**config.mk**
```make
export PLATFORM = sky130hd
export DESIGN_NAME = prv3_gain
export DESIGN_NICKNAME = d
export VERILOG_FILES = /design/src/hw/rtl/prv3_pkg.sv /design/src/hw/rtl/prv3_gain.sv
export SDC_FILE = /design/constraint.sdc
export NUM_CORES = 2
export LEC_CHECK = 0
export ABC_CLOCK_PERIOD_IN_PS = 7800
export BUFFER_PORTS_ARGS = -buffer_cell sky130_fd_sc_hd__buf_2
export CORE_UTILIZATION = 38
export DETAILED_ROUTE_END_ITERATION = 7
export PLACE_DENSITY_LB_ADDON = 0.08
export SLEW_MARGIN = 25
export SYNTH_ARGS = -nofsm -noshare
export SYNTH_HDL_FRONTEND = slang
export SYNTH_SLANG_ARGS = --single-unit
```
**constraint.sdc**
```tcl
create_clock -name clk_i -period 7.8 [get_ports clk_i]
set_input_delay 0.39 -clock clk_i [delete_from_list [all_inputs] [get_ports clk_i]]
set_output_delay 0.39 -clock clk_i [all_outputs]
set_load 0.01 [all_outputs]
```
**src/hw/rtl/prv3_pkg.sv**
```systemverilog
package prv3_pkg;

  // field widths of the item ports
  localparam int COORD_WIDTH = 24;
  localparam int ANGLE_WIDTH = 16;

  // guard fraction bits kept below the coordinate lsb during rotation
  localparam int GUARD_BITS = 8;
  // working width: coordinate, guard bits and headroom for cordic growth
  localparam int WORK_WIDTH = COORD_WIDTH + GUARD_BITS + 2;
  // angle arithmetic runs on a 32 bit turn
  localparam int TURN_WIDTH = 32;
  localparam int MAX_STAGES = 24;

  // gain compensation, unsigned q0.32
  localparam logic [63:0] K_BASE_Q32 = 64'd2608131496;
  localparam logic [63:0] K_CORR_Q32 = 64'd1738754331;

  typedef struct packed {
    logic                          plane_select;
    logic signed [COORD_WIDTH-1:0] vec_x;
    logic signed [COORD_WIDTH-1:0] vec_y;
    logic signed [COORD_WIDTH-1:0] vec_z;
    logic        [ANGLE_WIDTH-1:0] turn_angle;
  } in_item_t;

  typedef struct packed {
    logic signed [COORD_WIDTH-1:0] rot_x;
    logic signed [COORD_WIDTH-1:0] rot_y;
    logic signed [COORD_WIDTH-1:0] rot_z;
  } out_item_t;

  // data moving down the rotation chain
  typedef struct packed {
    logic                          plane_sel;
    logic signed [COORD_WIDTH-1:0] keep;
    logic signed [WORK_WIDTH-1:0]  a;
    logic signed [WORK_WIDTH-1:0]  b;
    logic signed [TURN_WIDTH-1:0]  z;
  } cord_t;

  // atan(2^-i) in 2^32 units per turn
  function automatic logic [TURN_WIDTH-1:0] atan_turn32(input int idx);
    logic [TURN_WIDTH-1:0] t;
    case (idx)
      0:  t = 32'd536870912;
      1:  t = 32'd316933406;
      2:  t = 32'd167458907;
      3:  t = 32'd85004756;
      4:  t = 32'd42667331;
      5:  t = 32'd21354465;
      6:  t = 32'd10680862;
      7:  t = 32'd5340245;
      8:  t = 32'd2670163;
      9:  t = 32'd1335087;
      10: t = 32'd667544;
      11: t = 32'd333772;
      12: t = 32'd166886;
      13: t = 32'd83443;
      14: t = 32'd41722;
      15: t = 32'd20861;
      16: t = 32'd10430;
      17: t = 32'd5215;
      18: t = 32'd2608;
      19: t = 32'd1304;
      20: t = 32'd652;
      21: t = 32'd326;
      22: t = 32'd163;
      23: t = 32'd81;
      default: t = '0;
    endcase
    return t;
  endfunction

endpackage

```
**src/hw/rtl/prv3_gain.sv**
```systemverilog
module prv3_gain #(
  parameter int ROTATION_STAGES = 16
) (
  input  logic               clk_i,
  input  logic               rst_ni,
  input  logic               valid_i,
  input  prv3_pkg::in_item_t item_i,
  output logic               valid_o,
  output prv3_pkg::cord_t    cord_o
);

  localparam int CW = prv3_pkg::COORD_WIDTH;
  localparam int AW = prv3_pkg::ANGLE_WIDTH;
  localparam int WW = prv3_pkg::WORK_WIDTH;
  localparam int TW = prv3_pkg::TURN_WIDTH;
  localparam int PW = CW + 33;
  localparam int SHIFT = TW - prv3_pkg::GUARD_BITS;
  localparam logic [63:0] GAIN_WIDE =
    prv3_pkg::K_BASE_Q32 + (prv3_pkg::K_CORR_Q32 >> (2 * ROTATION_STAGES));
  localparam logic [31:0] GAIN_K = GAIN_WIDE[31:0];

  // multiply stage
  logic                   valid1_q;
  logic signed [PW-1:0]   prod_a_q, prod_a_d;
  logic signed [PW-1:0]   prod_b_q, prod_b_d;
  logic signed [CW-1:0]   keep1_q, keep1_d;
  logic                   plane1_q;
  logic [AW-1:0]          turn1_q;

  // round, fold and angle stage
  logic                   valid2_q;
  prv3_pkg::cord_t        cord2_q, cord2_d;

  logic signed [CW-1:0]   sel_a;
  logic signed [PW-1:0]   gain_s;
  logic signed [PW-1:0]   rnd_a, rnd_b;
  logic signed [WW-1:0]   sc_a, sc_b;
  logic                   fold;

  always_comb begin
    sel_a    = item_i.plane_select ? item_i.vec_y : item_i.vec_x;
    keep1_d  = item_i.plane_select ? item_i.vec_x : item_i.vec_y;
    gain_s   = $signed(PW'({1'b0, GAIN_K}));
    prod_a_d = PW'(sel_a) * gain_s;
    prod_b_d = PW'(item_i.vec_z) * gain_s;
  end

  always_comb begin
    rnd_a = prod_a_q + $signed(PW'(1) <<< (SHIFT - 1));
    rnd_b = prod_b_q + $signed(PW'(1) <<< (SHIFT - 1));
    sc_a  = WW'($signed(rnd_a[PW-1:SHIFT]));
    sc_b  = WW'($signed(rnd_b[PW-1:SHIFT]));
    // second or third quarter: negate and turn by half
    fold  = turn1_q[AW-1] ^ turn1_q[AW-2];
    cord2_d.plane_sel = plane1_q;
    cord2_d.keep      = keep1_q;
    cord2_d.a         = fold ? -sc_a : sc_a;
    cord2_d.b         = fold ? -sc_b : sc_b;
    cord2_d.z         = $signed({turn1_q[AW-1] ^ fold, turn1_q[AW-2:0], (TW - AW)'(0)});
  end

  always_ff @(posedge clk_i or negedge rst_ni) begin
    if (!rst_ni) begin
      valid1_q <= 1'b0;
      valid2_q <= 1'b0;
    end else begin
      valid1_q <= valid_i;
      valid2_q <= valid1_q;
    end
  end

  always_ff @(posedge clk_i) begin
    prod_a_q <= prod_a_d;
    prod_b_q <= prod_b_d;
    keep1_q  <= keep1_d;
    plane1_q <= item_i.plane_select;
    turn1_q  <= item_i.turn_angle;
    cord2_q  <= cord2_d;
  end

  assign valid_o = valid2_q;
  assign cord_o  = cord2_q;

endmodule

```
# ---- Word-level counts from Yosys, hierarchy flattened
# Index checks and enable logic that the tools add are counted.
dict set report op_classes {
  n_addsub 4
  multipliers 2
  muxes 4
  bitwise_logic 2
}
# op count
set op_table {}
lappend op_table {{$add A57 B25 Y57 const B} 2}
lappend op_table {{$mul A24 B30 Y54 const B} 2}
lappend op_table {{$mux W34} 2}
lappend op_table {{$neg A33 Y34} 2}
lappend op_table {{$mux W24} 2}
lappend op_table {{$xor A1 B1 Y1} 2}
dict set report totals {
  reg_bits 260
  inputBits 92
  out_inout_bits 126
  word_cells 24
}

# ---- Logic depth before layout (Yosys ltp)
dict set report logic_depth {
  ltp_word 3
  depth_mapped 28
  depth_no_buf 24
}

# ---- Least setup slack after synthesis
# No wires, ideal clock.
dict set report synth_timing {
  kind {input to register}
  startpoint {input port item_i[88] (netlist bit)}
  endpoint {register prod_a_q[46]}
  setup_ns 0.120
  t_arrival_ns 7.867
  required_ns 7.680
  path_slack_ns -0.186
  stages 28
  n_path_buf 4
  path_cell_list {clkbuf_1 -> clkbuf_1 -> clkbuf_1 -> mux2i_1 -> inv_1 -> ha_1 -> inv_1 -> fa_1 -> inv_1 -> fa_1 -> inv_1 -> fa_1 -> inv_1 -> fa_1 -> inv_1 -> fa_1 -> inv_1 -> fa_1 -> ha_1 -> clkbuf_1 -> nand2_1 -> o21ai_1 -> nor4_1 -> a21oi_1 -> o21ai_0 -> o32ai_1 -> a21oi_1 -> xnor2_1}
}
dict set report synth_via {
  elab_chain_cells 2
}
# item line
set synth_rtl {}
lappend synth_rtl {{from (decl)} prv3_gain.sv:7} ;# input prv3_pkg::in_item_t item_i,
lappend synth_rtl {{$mux W24} prv3_gain.sv:41} ;# sel_a = item_i.plane_select ? item_i.vec_y : item_i.vec_x;
lappend synth_rtl {{$mul A24 B30 Y54} prv3_gain.sv:44} ;# prod_a_d = PW'(sel_a) * gain_s;
lappend synth_rtl {{via prod_a_d[46]} prv3_gain.sv:24} ;# logic signed [PW-1:0] prod_a_q, prod_a_d;
lappend synth_rtl {{to (signal assigned)} prv3_gain.sv:73} ;# prod_a_q <= prod_a_d;
lappend synth_rtl {{to (decl)} prv3_gain.sv:24}
# The timed path passes the listed nets, and every way through them passes these cells.

# ---- Worst setup path after layout
dict set report layout_timing {
  startpoint {input port item_i[88] (netlist bit)}
  endpoint {register prod_a_q[55]}
}
# Same word-level chain as after synthesis.

==> impl_metrics.py <==
metrics = {
    "run_status": {
        "status": "finished, final reports clean",
    },
    "final_layout": {
        "layout-drive-gt1-share_pct": 10.1,
        "mostFrequentLayoutCell": "inv_1",
        "diodes": 0,
        "layout.cell_area.non_filler_mm2": 0.0368,
        "layout_common_cells": "914 x inv_1, 594 x fa_1, 500 x ha_1",
        "final_nets": 4739,
        "area_growth_pct": 10.3,
    },
    "synthesis": {
        "synth_area_mm2": 0.0334,
        "synth_edf_count": 0,
        "yosysWarnings": 0,
        "synth_seq_cells": 220,
        "synth_cells": 3332,
        "yosysSeqAreaShare_pct": 13.2,
        "synth_top_area_share_pct": 35.6,
        "avgSynthCellArea_um2": 10.0,
        "synth.distinct_cells": 87,
        "yosys-top-cells-area": "fa_1 36%, ha_1 19%, dfxtp_1 13%",
        "ys.flop_type": "dfxtp_1",
        "async_flop_share_pct": 0.909,
        "yosys.area.top_type": "fa_1",
    },
    "sta": {
        "fmax_mhz": 142,
        "rsz0062_at_grt": "false",
        "finalSetupViolCount": 0,
        "finalCriticalPeriod_ns": 7.02,
        "maxSlewHeadroom_pct": 45.4,
        "tns_ns": 0,
        "hold_slack_ns": 0.0619,
        "finalHoldViolations": 0,
        "slew_viol_final": 0,
        "tightestPinTransition_ns": 0.816,
        "fin_skew_ns": 0.0107,
        "setup_ws_ns": 0.776,
        "post-route-period-util_pct": 90.0,
    },
    "drt": {
        "vias": 22800,
        "viasPerCell": 4.83,
        "first_pass_iters": 5,
        "finalWirelength_um": 99200,
        "drt_iter0_drc": 1134,
        "drc": 0,
        "wire_per_inst_um": 21.0,
        "ant_nets": 0,
    },
    "run": {
        "drv_cap": 0,
    },
    "worst_setup_path": {
        "reg2reg_slack_ns": 4.27,
        "r2r_cells": 9,
        "cp.arrival_ns": 7.52,
        "crit_type": "input pin to flop",
        "rr_startpoint": "prod_a_q[24]",
        "r2r-end": "cord_o[99]",
        "required_ns": 8.30,
        "cp_max_fo": 29,
        "cp-end-kind": "flop",
        "start_kind": "input pin",
    },
    "clock_network": {
        "postCtsResizedCells": 0,
        "cts_tree": "done",
        "numClockSinks": 220,
        "cts.root.buffer_cell": "clkbuf_16",
        "clk_pin_slew_worst_paths_ns": 0.06,
        "clk_path_buf_depth": 3,
        "h-tree-depth": 1,
        "clock_latency_ns": 0.57,
        "numCtsBuffers": 23,
    },
    "floorplanning": {
        "die_h_um": 298,
        "pin_count": 218,
        "die_x_um": 298,
        "core_mm2": 0.0869,
        "die_area_mm2": 0.0890,
        "rows": 108,
        "start_util_pct": 38.4,
    },
    "place": {
        "routabilityCongestion": 0.958,
        "place_ws_ns": 0.231,
        "place_area_mm2": 0.0358,
        "dp_hpwl_um": 89700,
        "port_buffers": 201,
    },
    "hold_path": {
        "hold_path_end": "keep1_q[7]",
        "min_path_type": "input pin to flop",
        "holdCritStartpoint": "item_i[47]",
        "hold_path_depth": 2,
    },
    "grt": {
        "grt_start_max_net_pins": 44,
        "grt_pass1_vias": 25600,
        "grt_usage_pct": 22.9,
        "grt_pass1_wl_um": 154000,
        "antenna_found_initial": 0,
        "grt-ovfl-total": 0,
    },
}
## worst max-delay path by stage
stage	start	slack, ns	end
3_5_place_dp	item_i[88]	0.23	prod_a_q[55]
6_report	item_i[88]	0.78	prod_a_q[55]
2_1_floorplan	item_i[88]	0.12	prod_a_q[46]
4_1_cts	item_i[88]	0.83	prod_a_q[55]
5_1_grt	item_i[88]	0.33	prod_a_q[55]
3_3_place_gp	item_i[88]	0.24	prod_a_q[56]
## cell families (layout without fill, tap and decap cells)
family          count (synthesis)  count (layout)  synth area share [%]
compound gates                351             351                  6.88
other cells                     1              16                0.0112
buf+inv                       992            1215                  11.5
flops                         220             220                  13.2
fa+ha+maj                    1094            1094                  54.4
mux                            60              60                  1.93
simple gates                  417             417                  6.83
xor+xnor                      197             197                  5.19
## cells in the mapped netlist (all sizes together), types with 5 or more instances
library cell	n
nor3	33
a311oi	5
nor2b	7
mux2i	26
dfxtp	218
o21a	7
nand3	53
nand2	94
a21oi	115
and3	32
xor2	68
or2	15
a221oi	7
nor2	82
a211oi	10
a31o	6
clkbuf	35
buf	43
o21bai	6
nand4	36
xnor2	129
mux2	34
or3	7
a21o	37
ha	500
nor3b	5
o31ai	18
fa	594
a31oi	16
nor4	9
and4	15
inv	914
and2	12
a41oi	7
a21boi	7
o2111ai	5
o211ai	13
o21ai	59
## layer usage
layer | part of all wire [%] | wire length (um) | up-vias | GRT usage (%)
li1 | - | - | 10800 | -
met1 | 42 | 41400 | 11500 | 27.8
met2 | 53 | 52700 | 384 | 43.1
met3 | 2.4 | 2420 | 96 | 1.66
met4 | 2.8 | 2750 | 0 | 6.21
met5 | 0 | 0 | - | 0
## through the flow
| step | instances | util [%] |
|---|---|---|
| after floorplan | 3347 | - |
| after global placement | 4665 | 41.2 |
| after detailed placement | 4665 | 41.2 |
| after CTS | 4725 | 42.3 |
| after global routing | 4725 | 42.3 |
| final | 4725 | 42.3 |
## repair_timing
item,4_1_cts,5_1_grt
hold endpoints to repair,19,0
hold buffers,18,0
setup buffers,0,0
## flip-flops by register name, indices dropped and copies added (netlist names)
signal,count
cord_o,109
keep1_q,24
plane1_q,1
prod_a_q,34
prod_b_q,34
turn1_q,16
valid1_q,1
valid_o,1
## area by class of cell
cell class / count / area, um2
Multi-Input combinational cell: 2135 / 25200
Fill cell: 8568 / 50100
Clock inverter: 18 / 211
Tap cell: 1155 / 1450
Clock buffer: 24 / 589
Inverter: 914 / 3430
Timing Repair Buffer: 259 / 1500
Sequential cell: 220 / 4410
## worst max-delay path, stage by stage
cell	delay (ns)
buf_2	0.10
buf_12	0.19
mux2i_1	0.32
inv_1	0.25
ha_1	0.44
inv_1	0.14
fa_1	0.56
inv_1	0.06
fa_1	0.49
fa_1	0.55
inv_1	0.10
fa_1	0.60
inv_1	0.07
fa_1	0.47
inv_1	0.05
fa_1	0.47
inv_1	0.05
ha_1	0.36
a21oi_1	0.22
o21ai_0	0.15
a221oi_1	0.31
o31ai_1	0.17
nor2_1	0.29
o31ai_1	0.11
buf_4	0.17
a211oi_1	0.27
xnor2_1	0.15
Power is not shown: default switching activity piles up to over one toggle a cycle in this logic, so the estimate is an artifact.
