[src/hw/rtl/prv3_pkg.sv]
package prv3_pkg;

  // field widths of the item ports
  localparam int COORD_WIDTH = 24;
  localparam int ANGLE_WIDTH = 16;

  // guard fraction bits kept below the coordinate lsb during rotation
  localparam int GUARD_BITS = 8;
  // working width: coordinate, guard bits and headroom for cordic growth
  localparam int WORK_WIDTH = COORD_WIDTH + GUARD_BITS + 2;
  // angle arithmetic runs on a 32 bit turn
  localparam int TURN_WIDTH = 32;
  localparam int MAX_STAGES = 24;

  // gain compensation, unsigned q0.32
  localparam logic [63:0] K_BASE_Q32 = 64'd2608131496;
  localparam logic [63:0] K_CORR_Q32 = 64'd1738754331;

  typedef struct packed {
    logic                          plane_select;
    logic signed [COORD_WIDTH-1:0] vec_x;
    logic signed [COORD_WIDTH-1:0] vec_y;
    logic signed [COORD_WIDTH-1:0] vec_z;
    logic        [ANGLE_WIDTH-1:0] turn_angle;
  } in_item_t;

  typedef struct packed {
    logic signed [COORD_WIDTH-1:0] rot_x;
    logic signed [COORD_WIDTH-1:0] rot_y;
    logic signed [COORD_WIDTH-1:0] rot_z;
  } out_item_t;

  // data moving down the rotation chain
  typedef struct packed {
    logic                          plane_sel;
    logic signed [COORD_WIDTH-1:0] keep;
    logic signed [WORK_WIDTH-1:0]  a;
    logic signed [WORK_WIDTH-1:0]  b;
    logic signed [TURN_WIDTH-1:0]  z;
  } cord_t;

  // atan(2^-i) in 2^32 units per turn
  function automatic logic [TURN_WIDTH-1:0] atan_turn32(input int idx);
    logic [TURN_WIDTH-1:0] t;
    case (idx)
      0:  t = 32'd536870912;
      1:  t = 32'd316933406;
      2:  t = 32'd167458907;
      3:  t = 32'd85004756;
      4:  t = 32'd42667331;
      5:  t = 32'd21354465;
      6:  t = 32'd10680862;
      7:  t = 32'd5340245;
      8:  t = 32'd2670163;
      9:  t = 32'd1335087;
      10: t = 32'd667544;
      11: t = 32'd333772;
      12: t = 32'd166886;
      13: t = 32'd83443;
      14: t = 32'd41722;
      15: t = 32'd20861;
      16: t = 32'd10430;
      17: t = 32'd5215;
      18: t = 32'd2608;
      19: t = 32'd1304;
      20: t = 32'd652;
      21: t = 32'd326;
      22: t = 32'd163;
      23: t = 32'd81;
      default: t = '0;
    endcase
    return t;
  endfunction

endpackage

[src/hw/rtl/prv3_cell.sv]
module prv3_cell #(
  parameter int STAGE_IDX = 0
) (
  input  logic            clk_i,
  input  logic            rst_ni,
  input  logic            valid_i,
  input  prv3_pkg::cord_t cord_i,
  output logic            valid_o,
  output prv3_pkg::cord_t cord_o
);

  localparam int WW = prv3_pkg::WORK_WIDTH;
  localparam int TW = prv3_pkg::TURN_WIDTH;
  localparam logic [TW-1:0] ATAN = prv3_pkg::atan_turn32(STAGE_IDX);

  logic                 valid_q;
  prv3_pkg::cord_t      cord_q, cord_d;
  logic signed [WW-1:0] a_s, b_s, da, db;
  logic signed [TW-1:0] z_s;

  always_comb begin
    a_s    = cord_i.a;
    b_s    = cord_i.b;
    z_s    = cord_i.z;
    da     = b_s >>> STAGE_IDX;
    db     = a_s >>> STAGE_IDX;
    cord_d = cord_i;
    // residual angle non-negative: turn forward
    if (!z_s[TW-1]) begin
      cord_d.a = a_s - da;
      cord_d.b = b_s + db;
      cord_d.z = z_s - $signed(ATAN);
    end else begin
      cord_d.a = a_s + da;
      cord_d.b = b_s - db;
      cord_d.z = z_s + $signed(ATAN);
    end
  end

  always_ff @(posedge clk_i or negedge rst_ni) begin
    if (!rst_ni) begin
      valid_q <= 1'b0;
    end else begin
      valid_q <= valid_i;
    end
  end

  always_ff @(posedge clk_i) begin
    cord_q <= cord_d;
  end

  assign valid_o = valid_q;
  assign cord_o  = cord_q;

endmodule

[config.mk]
export PLATFORM = sky130hd
export DESIGN_NAME = prv3_cell
export DESIGN_NICKNAME = d
export VERILOG_FILES = /design/src/hw/rtl/prv3_pkg.sv /design/src/hw/rtl/prv3_cell.sv
export SDC_FILE = /design/constraint.sdc
export NUM_CORES = 1
export LEC_CHECK = 0
export ABC_AREA = 1
export BUFFER_PORTS_ARGS = -buffer_cell sky130_fd_sc_hd__buf_2
export CORE_UTILIZATION = 50
export CTS_CLUSTER_SIZE = 20
export DETAILED_ROUTE_END_ITERATION = 8
export PLACE_DENSITY = 0.78
export SLEW_MARGIN = 0
export SYNTH_ARGS = -nofsm -noshare
export SYNTH_HDL_FRONTEND = slang
export SYNTH_SLANG_ARGS = --single-unit
[constraint.sdc]
create_clock -name clk_i -period 1.2 [get_ports clk_i]
set_input_delay 0.24 -clock clk_i [delete_from_list [all_inputs] [get_ports clk_i]]
set_output_delay 0.24 -clock clk_i [all_outputs]
set_load 0.02 [all_outputs]
==> results of run 1 <==
==> metrics by stage <==
| step | setup TNS [ns] | std cells | hold slack (ns) |
|---|---|---|---|
| detailed placement | -51.30 | 2343 | 0.0154 |
| global placement | -48.84 | 2343 | 0.0145 |
| CTS | -13.21 | 2479 | 0.00782 |
| floorplan | -21.41 | 1609 | -0.0556 |
==> cell usage after synthesis (3+ instances only) <==
cell / instances
dfxtp_1: 124
nand2_2: 10
nor3_1: 13
nor2_2: 12
o21bai_1: 14
a21oi_1: 112
fa_1: 4
o22ai_1: 5
nand3_1: 162
inv_2: 12
nand2_1: 457
ha_1: 99
o21ai_1: 16
buf_2: 8
inv_1: 239
a21oi_2: 4
nand4_1: 14
nor3_2: 3
a21o_1: 4
o21ai_0: 80
nor2_1: 131
nand3b_1: 3
xor2_1: 23
buf_4: 24
clkbuf_1: 12
==> per-layer routing <==
metal / GRT overflow / track usage [%]
met5: 0 / 40.6
met4: 5 / 68.3
met3: 0 / 60.2
met2: 3 / 90.3
met1: 0 / 74.3
==> cells by family after synthesis <==
kind of cell,Yosys count
xor gates and xnor gates,23
and+or+nand+nor,817
buffers and inverters,298
DFF,125
adders and majority gates,103
AOI/OAI and AO/OA,243
==> what timing repair did <==
action	CTS
setup endpoints to repair	69
hold endpoints to repair	56
gates resized for setup	408
buffers inserted	51
pin swaps	185
hold buffers	56
==> results.txt, run 1 <==
Placed Area: 14700 um^2
DP HPWL: 33.3 mm
Die Y: 144 um
syn_nets: 1840
H-tree lvl count: 4
first-pass GRT wire length: 111 mm
Sinks on Clock Net: 125
FFs w/ async S/R, synth: 0.800%
top cells by area, synth: dfxtp_1 (25%), nand2_1 (17%), ha_1 (12%), inv_1 (9.0%), nand3_1 (8.1%)
boundary pin count: 254
FF+latch count, synth: 125
GRT overflow: 8
count of distinct cell types in the synthesized netlist: 41
Cells after Synth: 1609
Port-buffer cells: 253
GRT Total Usage: 74.0%
Top FF cell, synth: dfxtp_1
cell area after synthesis: 10000 um^2
post-synthesis simple-gate area fraction: 34.5%
adder-cell share of the synthesized area: 13.2%
clk buf depth: 2
synthesized-area fraction occupied by xor and xnor cells: 2.01%
Synth Warn #: 0
sequential area share after synthesis: 25.0%
post-synth top area share: 24.8%
Exit stage: global routing (5_1_grt)
mux cell area share after synthesis: 0%
number of global-route vias before repair: 17800
largest family of logic cells by synthesized area: simple AND/OR/NAND/NOR gates
Avg Inst Size Synth: 6.22 um^2
largest net degree at the start of global routing: 22
Post-synth EDFFs: 0
Synth area leader: dfxtp_1
CTS Root Buffer Type: clkbuf_16
GPL Wtd Cong: 0.983
DIE WIDTH: 144 um
status: aborted with a tool error
Synth Area in Compound Gates: 13.0%
# rows: 51
TritonCTS Buffers: 17
Initial Util: 51.3%
First Err: [ERROR GRT-0116] Global routing finished with congestion. Check the congestion regions in the DRC Viewer.
pre-CTS WS: -1.02 ns
==> run 2: changes to the inputs <==
CORE_UTILIZATION = 35   (was 50)
CTS_CLUSTER_SIZE = not set   (was 20)
PLACE_DENSITY = not set   (was 0.78)
PLACE_DENSITY_LB_ADDON = 0.15   (was not set)
==> run 2 against run 1 <==
The flow now finishes, with violations (negative setup slack). Area after synthesis unchanged. Synthesized cell count did not move.
==> results.txt, run 2 <==
status: finished, violations left
failing checks: negative setup slack
boundary pin count: 254
critical path arrival: 1.95 ns
FFs w/ async S/R, synth: 0.800%
final std cells w/o fill: 2632
count leader, synth: nand2_1
syn_nets: 1840
Fmax: 611 MHz
Pre-Repair DR Iteration Count: 5
WL per Instance: 17.1 um
Synth area leader: dfxtp_1
# rows: 61
final period utilization: 136%
Cells after Synth: 1609
synthesized-area fraction occupied by xor and xnor cells: 2.01%
initial antenna violation count: 0
largest family of logic cells by synthesized area: simple AND/OR/NAND/NOR gates
Port-buffer cells: 253
P&R area growth vs syn: 92.1%
GRT overflow: 0
Setup TNS: -18.45 ns
TritonCTS Buffers: 17
pre-CTS WS: -0.974 ns
top cells by area, synth: dfxtp_1 (25%), nand2_1 (17%), ha_1 (12%), inv_1 (9.0%), nand3_1 (8.1%)
die footprint: 29300 um^2
sequential area share after synthesis: 25.0%
Post-route DRC: 0
final setup fails: 60
post-synthesis simple-gate area fraction: 34.5%
Avg Inst Size Synth: 6.22 um^2
layout cell share with drive strength beyond 1: 54.1%
mux cell area share after synthesis: 0%
Fillers: 2272
CTS tree: built
Commonest cells post-synth: nand2_1 (457), inv_1 (239), nand3_1 (162), nor2_1 (131), dfxtp_1 (124)
commonest non-fill, non-tap cells in the layout: buf_4 (311), nand2_1 (306), buf_2 (190)
DIE WIDTH: 171 um
Placed Area: 14900 um^2
PwrDens: 1070 nW/um^2
DRT Wirelength: 45.0 mm
count of distinct cell types in the synthesized netlist: 41
Least-Margin Pin Slew: 0.424 ns
critical path capture point type: flop
core area: 27900 um^2
H-tree lvl count: 4
Synth Warn #: 0
Hold Crit Class: input pin to flop
P_leak: 9.45 nW
Core Util, Final: 68.9%
cell area after synthesis: 10000 um^2
Final #Nets: 2472
Slew headroom: 71.4%
number of global-route vias before repair: 12900
RSZ-0062 raised after global routing: true
Synth Area in Compound Gates: 13.0%
Worst VDD drop: 951 uV
FF+latch count, synth: 125
first-pass GRT wire length: 66.5 mm
fin crit period: 1.64 ns
routed via count: 13100
Hold Path Stages: 2
Fin. Hold Viols: 0
DP HPWL: 34.1 mm
DR iter-0 viols: 853
clk slew on worst S/H paths: 0.06 ns
clk buf depth: 2
post-route cell area: 19200 um^2
DRT antenna net count: 0
Initial Util: 35.8%
Post-synth EDFFs: 0
Sinks on Clock Net: 125
GPL Wtd Cong: 0.938
Crit path required time: 1.51 ns
Die Y: 171 um
commonest non-fill, non-tap cell in the layout: buf_4
via/cell ratio: 4.96
GRT Total Usage: 29.9%
largest net degree at the start of global routing: 38
max reg flops: 124
CP Max Fanout: 7
WS Path Type: input pin to flop
max-cap violations: 0
ANT cells: 0
CTS Root Buffer Type: clkbuf_16
Top FF cell, synth: dfxtp_1
CP Launch Type: input pin
post-synth top area share: 24.8%
placed cells: 2464
setup ws final: -0.436 ns
adder-cell share of the synthesized area: 13.2%
final max-slew violation count: 0
[run 2: cell counts after synthesis]
No cell type changed its count.
[run 2: where the power goes]
part / switching, mW / internal [mW]
combinational: 5.46 / 4.19
clock: 2.17 / 3.82
sequential: 0.185 / 4.69
[run 2: final cells by class]
class | instances | area [um^2] | area share, %
Multi-Input combinational cell | 1186 | 9230 | 48.0
Timing Repair Buffer | 660 | 5240 | 27.2
Sequential cell | 125 | 2520 | 13.1
Inverter | 251 | 1110 | 5.78
Tap cell | 378 | 473 | 2.46
Clock buffer | 20 | 457 | 2.37
Clock inverter | 12 | 208 | 1.08
[run 2: worst paths after layout]
path,startpoint,slack (ns),end
worst max-delay path,cord_i[38],-0.44,cord_o[45]
worst min-delay path,cord_i[30],0.1,cord_o[30]
max in group asynchronous,rst_ni,0.96,valid_o
min in group asynchronous,rst_ni,0.15,valid_o
[run 2: worst max-delay path, stage by stage]
cell and delay, ns:
buf_8 0.08, inv_4 0.03, ha_4 0.37, buf_12 0.14, nand2_8 0.06, nor2_4 0.24
buf_6 0.14, nand2_4 0.06, o21ai_4 0.22, buf_6 0.13, xor2_1 0.15, o21ai_1 0.07
[run 2: stage by stage]
step | hold slack, ns | power (mW)
2_1_floorplan | -0.0556 | 9.29
3_3_place_gp | 0.0141 | 12.3
3_5_place_dp | 0.0160 | 12.4
4_1_cts | 0.0863 | 19.7
5_1_grt | 0.0964 | 21.5
6_report | 0.0988 | 20.5
[run 2: kinds of logic (layout without fill, tap and decap cells)]
logic type	after synthesis	after routing
compound gates	243	243
fa+ha+maj	103	103
xor+xnor	23	23
flops	125	125
simple gates	817	817
buf+inv	298	943
[run 2: metal layers]
layer | track usage, % | part of all wire [%] | vias to the layer above
met5 | 0 | 0 | -
met4 | 12.4 | 3.7 | 0
met3 | 3.38 | 6.1 | 89
met2 | 51.3 | 48 | 524
met1 | 37.7 | 42 | 6073
li1 | - | - | 6369
[run 2: timing repair]
item | in CTS | in global routing
buffers inserted | 59 | 29
endpoints found under the setup margin | 74 | 76
pin swaps | 191 | 141
gates resized for setup | 425 | 245
endpoints found under the hold margin | 57 | 0
hold buffers | 57 | 0
(Power assumes the default switching activity.)
==> run 3: changes to the inputs <==
==> constraint.sdc (replaced) <==
create_clock -name clk_i -period 1.2 [get_ports clk_i]
set_input_delay 0.12 -clock clk_i [delete_from_list [all_inputs] [get_ports clk_i]]
set_output_delay 0.12 -clock clk_i [all_outputs]
set_load 0.02 [all_outputs]
==> run 3 against run 2 <==
The run still ends with negative setup slack left. Clock power down 5.5%. Via count up 0.56%. First-iteration DRC count up 11%. Setup slack better by 0.17 ns. Maximum frequency up 12%. Highest routed layer unchanged.
==> results.txt, run 3 (synthesis results as in run 2) <==
CTS Root Buffer Type: clkbuf_16
post-route cell area: 18900 um^2
Pre-Repair DR Iteration Count: 5
Hold Path Stages: 4
commonest non-fill, non-tap cell in the layout: nand2_1
Multi-input gate area: 9150 um^2
ANT cells: 0
DRT antenna net count: 0
max-cap violations: 0
core area: 27900 um^2
pre-CTS WS: -0.868 ns
max reg flops: 124
cell family with the largest share of critical-path delay: simple AND/OR/NAND/NOR gates
Fmax: 683 MHz
GPL Wtd Cong: 0.962
clk slew on worst S/H paths: 0.06 ns
WL per Instance: 17.3 um
final period utilization: 122%
Initial Util: 35.8%
Final Hold Slack: 0.0773 ns
final std cells w/o fill: 2624
Worst VDD drop: 813 uV
hold_sp: cord_i[31]
Hold Crit Class: input pin to flop
Least-Margin Pin Slew: 0.419 ns
Port-buffer cells: 253
DRT Wirelength: 45.4 mm
via/cell ratio: 5.00
clk buf depth: 2
RSZ-0062 raised after global routing: true
FF+latch area: 2510 um^2
Slew headroom: 71.8%
placed cells: 2454
largest net degree at the start of global routing: 59
critical path capture point type: flop
P&R area growth vs syn: 88.8%
Fillers: 2312
DR iter-0 viols: 947
CP Cell Sequence: buf_8 > ha_4 > buf_8 > nor2_4 > inv_2 > buf_6 > nor2_4 > nand2_1 > nand2_2 > nand2_2 > nand3_2 > nand2_2 > nand3_1 > nand2_1
routed via count: 13100
CP Launch Type: input pin
CP Max Fanout: 4
PwrDens: 1050 nW/um^2
commonest non-fill, non-tap cells in the layout: nand2_1 (303), buf_4 (283), buf_2 (217)
Post-route DRC: 0
Most common cell on crit path: nand2_2
H-tree lvl count: 4
Power Total: 19.9 mW
TritonCTS Buffers: 17
final setup fails: 55
initial antenna violation count: 0
Placed Area: 14700 um^2
fin crit period: 1.46 ns
critical path arrival: 1.77 ns
boundary pin count: 254
Sinks on Clock Net: 125
status: finished, violations left
GRT Total Usage: 29.6%
slowest cell on the critical path: ha_4
CTS tree: built
layout cell share with drive strength beyond 1: 53.4%
Die Y: 171 um
# rows: 61
P_leak: 9.25 nW
Final #Nets: 2464
final max-slew violation count: 0
GRT overflow: 0
Crit path required time: 1.50 ns
first-pass GRT wire length: 66.1 mm
Largest stage delay, worst path: 0.26 ns
number of global-route vias before repair: 12600
Fin. Hold Viols: 0
Worst Hold End: cord_o[49]
WS Path Type: input pin to flop
DIE WIDTH: 171 um
DP HPWL: 33.7 mm
die footprint: 29300 um^2
failing checks: negative setup slack
WP buf/inv: 4
setup ws final: -0.263 ns
## run 3: changes by cell type in the layout (fill, tap and decap cells not counted), sizes merged
cell	previous run	this run
bufinv	5	3
inv	252	253
buf	603	592
clkinvlp	4	3
clkinv	2	4
dlygate4sd3	57	60
## run 3: timing repair
action / in CTS / in global routing
hold endpoints to repair: 59 / 0
pin swaps: 192 / 139
cloned: 0 / 0
hold buffers: 60 / 0
gates resized for setup: 415 / 192
setup endpoints to repair: 60 / 61
buffers inserted: 46 / 41
## run 3: layout make-up
class,count,area share (%)
inverter,251,5.81
multi-input combinational,1186,48.4
sequential,125,13.3
tap,378,2.50
clock inverter,12,0.834
clock buffer,20,2.47
timing repair buffer,652,26.7
## run 3: where the power goes
part	internal (mW)	switching [mW]	leakage, nW
clock network	3.45	2.21	0.299
logic	4.02	5.41	7.89
registers	4.67	0.176	1.06
total	12.1	7.79	9.25
## run 3: worst max-delay path by stage
stage	start	slack [ns]	depth (start not counted)	endpoint
floorplan	cord_i[66]	-0.32	13	cord_o[90]
global placement	cord_i[36]	-0.88	14	cord_o[89]
detailed placement	cord_i[36]	-0.87	14	cord_o[89]
CTS	cord_i[34]	-0.15	13	cord_o[92]
global route	cord_i[37]	-0.32	13	cord_o[84]
finish	cord_i[74]	-0.26	14	cord_o[59]
## run 3: routing by layer
| layer | vias up | wire (um) | GRT usage (%) |
|---|---|---|---|
| li1 | 6352 | - | - |
| met3 | 86 | 2640 | 2.73 |
| met5 | - | 0 | 0 |
| met4 | 0 | 1590 | 11.8 |
| met2 | 504 | 21900 | 51.4 |
| met1 | 6186 | 19300 | 37.5 |
## run 3: tightest hold or removal path, stage by stage
cell     delay [ns]
buf_2          0.12
inv_2          0.09
nand2_1        0.08
o21ai_1        0.05
## run 3: stage by stage
step | utilization, % | setup TNS, ns
final | 67.7 | -8.84
after global routing | 67.7 | -12.77
after CTS | 63.8 | -4.73
after detailed placement | 52.6 | -44.34
after global placement | 52.6 | -43.85
after floorplan | - | -13.96
==> run 4: changes to the inputs <==
CORE_UTILIZATION = 31   (was 35)
==> run 4 against run 3 <==
The run still ends with negative setup slack left. Maximum frequency increased by 4.1%. Clock-buffer cell count unchanged. Final cell count increased by 0.95%. Largest power group unchanged. Sequential cell count unchanged. Largest cell class unchanged. Utilization decreased by 8.1 points. Critical path depth decreased by 2. Total power about the same. Routed wire length decreased by 3.9%. Clock power increased by 3%. Non-clock buffer count increased by 1.
==> results.txt, run 4 (synthesis results as in run 2) <==
final setup fails: 55
WS Path Type: input pin to flop
critical path capture point type: flop
WL per Instance: 16.5 um
PwrDens: 1060 nW/um^2
Pre-Repair DR Iteration Count: 6
ANT cells: 0
DR iter-0 viols: 575
routed via count: 12600
first-pass GRT wire length: 67.0 mm
P&R area growth vs syn: 88.2%
Fmax: 712 MHz
number of global-route vias before repair: 12700
# rows: 65
commonest non-fill, non-tap cell in the layout: nand2_1
Final #Nets: 2465
max-cap violations: 0
RSZ-0062 raised after global routing: true
boundary pin count: 254
DIE WIDTH: 182 um
Initial Util: 31.6%
final max-slew violation count: 0
Worst Hold End: cord_o[67]
GRT overflow: 0
via/cell ratio: 4.77
H-tree lvl count: 4
critical path arrival: 1.73 ns
CTS tree: built
final period utilization: 117%
failing checks: negative setup slack
Net Sw Frac: 38.3%
setup ws final: -0.205 ns
Hold Path Stages: 4
max reg flops: 124
GPL Wtd Cong: 0.946
Setup TNS: -7.18 ns
CP Max Fanout: 3
Worst VDD drop: 973 uV
clock power share: 29.3%
initial antenna violation count: 0
DP HPWL: 34.1 mm
Fillers: 2883
Crit path required time: 1.52 ns
largest net degree at the start of global routing: 47
Psw: 7.64 mW
GRT Total Usage: 26.5%
internal power: 12.3 mW
Final Hold Slack: 0.122 ns
fin crit period: 1.41 ns
P_leak: 9.32 nW
core area: 31600 um^2
layout cell share with drive strength beyond 1: 52.8%
DRT Wirelength: 43.7 mm
Die Y: 182 um
Slew headroom: 73.2%
DRT antenna net count: 0
status: finished, violations left
TritonCTS Buffers: 17
Post-route DRC: 0
commonest non-fill, non-tap cells in the layout: nand2_1 (320), buf_4 (291), buf_2 (223)
die footprint: 33000 um^2
CP Launch Type: input pin
pre-CTS WS: -0.904 ns
Hold Crit Class: input pin to flop
Seq pwr share: 24.3%
Fin. Hold Viols: 0
CTS Root Buffer Type: clkbuf_16
Comb power frac: 46.5%
hold_sp: cord_i[33]
Sinks on Clock Net: 125
clk slew on worst S/H paths: 0.07 ns
Port-buffer cells: 253
Least-Margin Pin Slew: 0.398 ns
clk buf depth: 2
[run 4: changes by cell type in the layout (fill, tap and decap cells not counted), sizes merged]
cell    delta
bufinv     +1
inv        +1
clkinv     -2
buf        +1
[run 4: metrics by stage]
step / power [mW] / util, % / instances / cell area (um^2)
final: 19.9 / 59.6 / 2649 / 18800
after global routing: 20.9 / 59.6 / 2649 / 18800
after CTS: 19.4 / 56.7 / 2631 / 17900
after detailed placement: 12.4 / 47.1 / 2492 / 14900
after global placement: 12.3 / 47.1 / 2492 / 14900
after floorplan: 9.28 / - / 1609 / 11400
[run 4: worst max-delay path by stage]
stage / from / slack, ns / end
floorplan: cord_i[66] / -0.32 / cord_o[90]
global placement: cord_i[66] / -0.84 / cord_o[90]
detailed placement: cord_i[66] / -0.90 / cord_o[88]
CTS: cord_i[74] / -0.16 / cord_o[87]
global route: cord_i[36] / -0.27 / cord_o[96]
finish: cord_i[41] / -0.21 / cord_o[55]
[run 4: critical path, cell delays in order]
cell     delay, ns
buf_8         0.10
buf_4         0.12
ha_1          0.23
a21oi_1       0.15
buf_4         0.16
o21ai_1       0.14
a21oi_1       0.25
nand2_2       0.12
nand2_1       0.09
nand3_1       0.07
nand3_1       0.08
nand2_1       0.09
[run 4: layout make-up]
type                       count  area (um^2)  area share (%)
clock buffer                  20          467            2.48
multi-input combinational   1186         9090            48.2
clock inverter                12          183           0.970
tap                          402          503            2.67
sequential                   125         2510            13.3
timing repair buffer         653         5000            26.5
inverter                     251         1090            5.78
[run 4: timing repair]
item	4_1_cts	5_1_grt
pin swaps	139	114
hold endpoints to repair	60	0
gates resized for setup	371	198
cloned	0	0
hold buffers	60	0
setup buffers	50	25
setup endpoints to repair	60	60
[run 4: per-layer routing]
metal	share of wire [%]	vias up	GRT usage (%)
li1	-	6353	-
met1	45	5859	33.7
met2	47	371	44.9
met3	4.6	64	3.51
met4	3.2	0	10.7
met5	0	-	0
[run 4: power groups by stage]
stage	Combinational, mW	Clock, mW	Sequential (mW)
2_1_floorplan	3.72	0	5.56
3_3_place_gp	7.40	0	4.93
3_5_place_dp	7.43	0	4.93
4_1_cts	8.64	5.95	4.85
5_1_grt	9.94	6.11	4.88
6_report	9.27	5.84	4.84
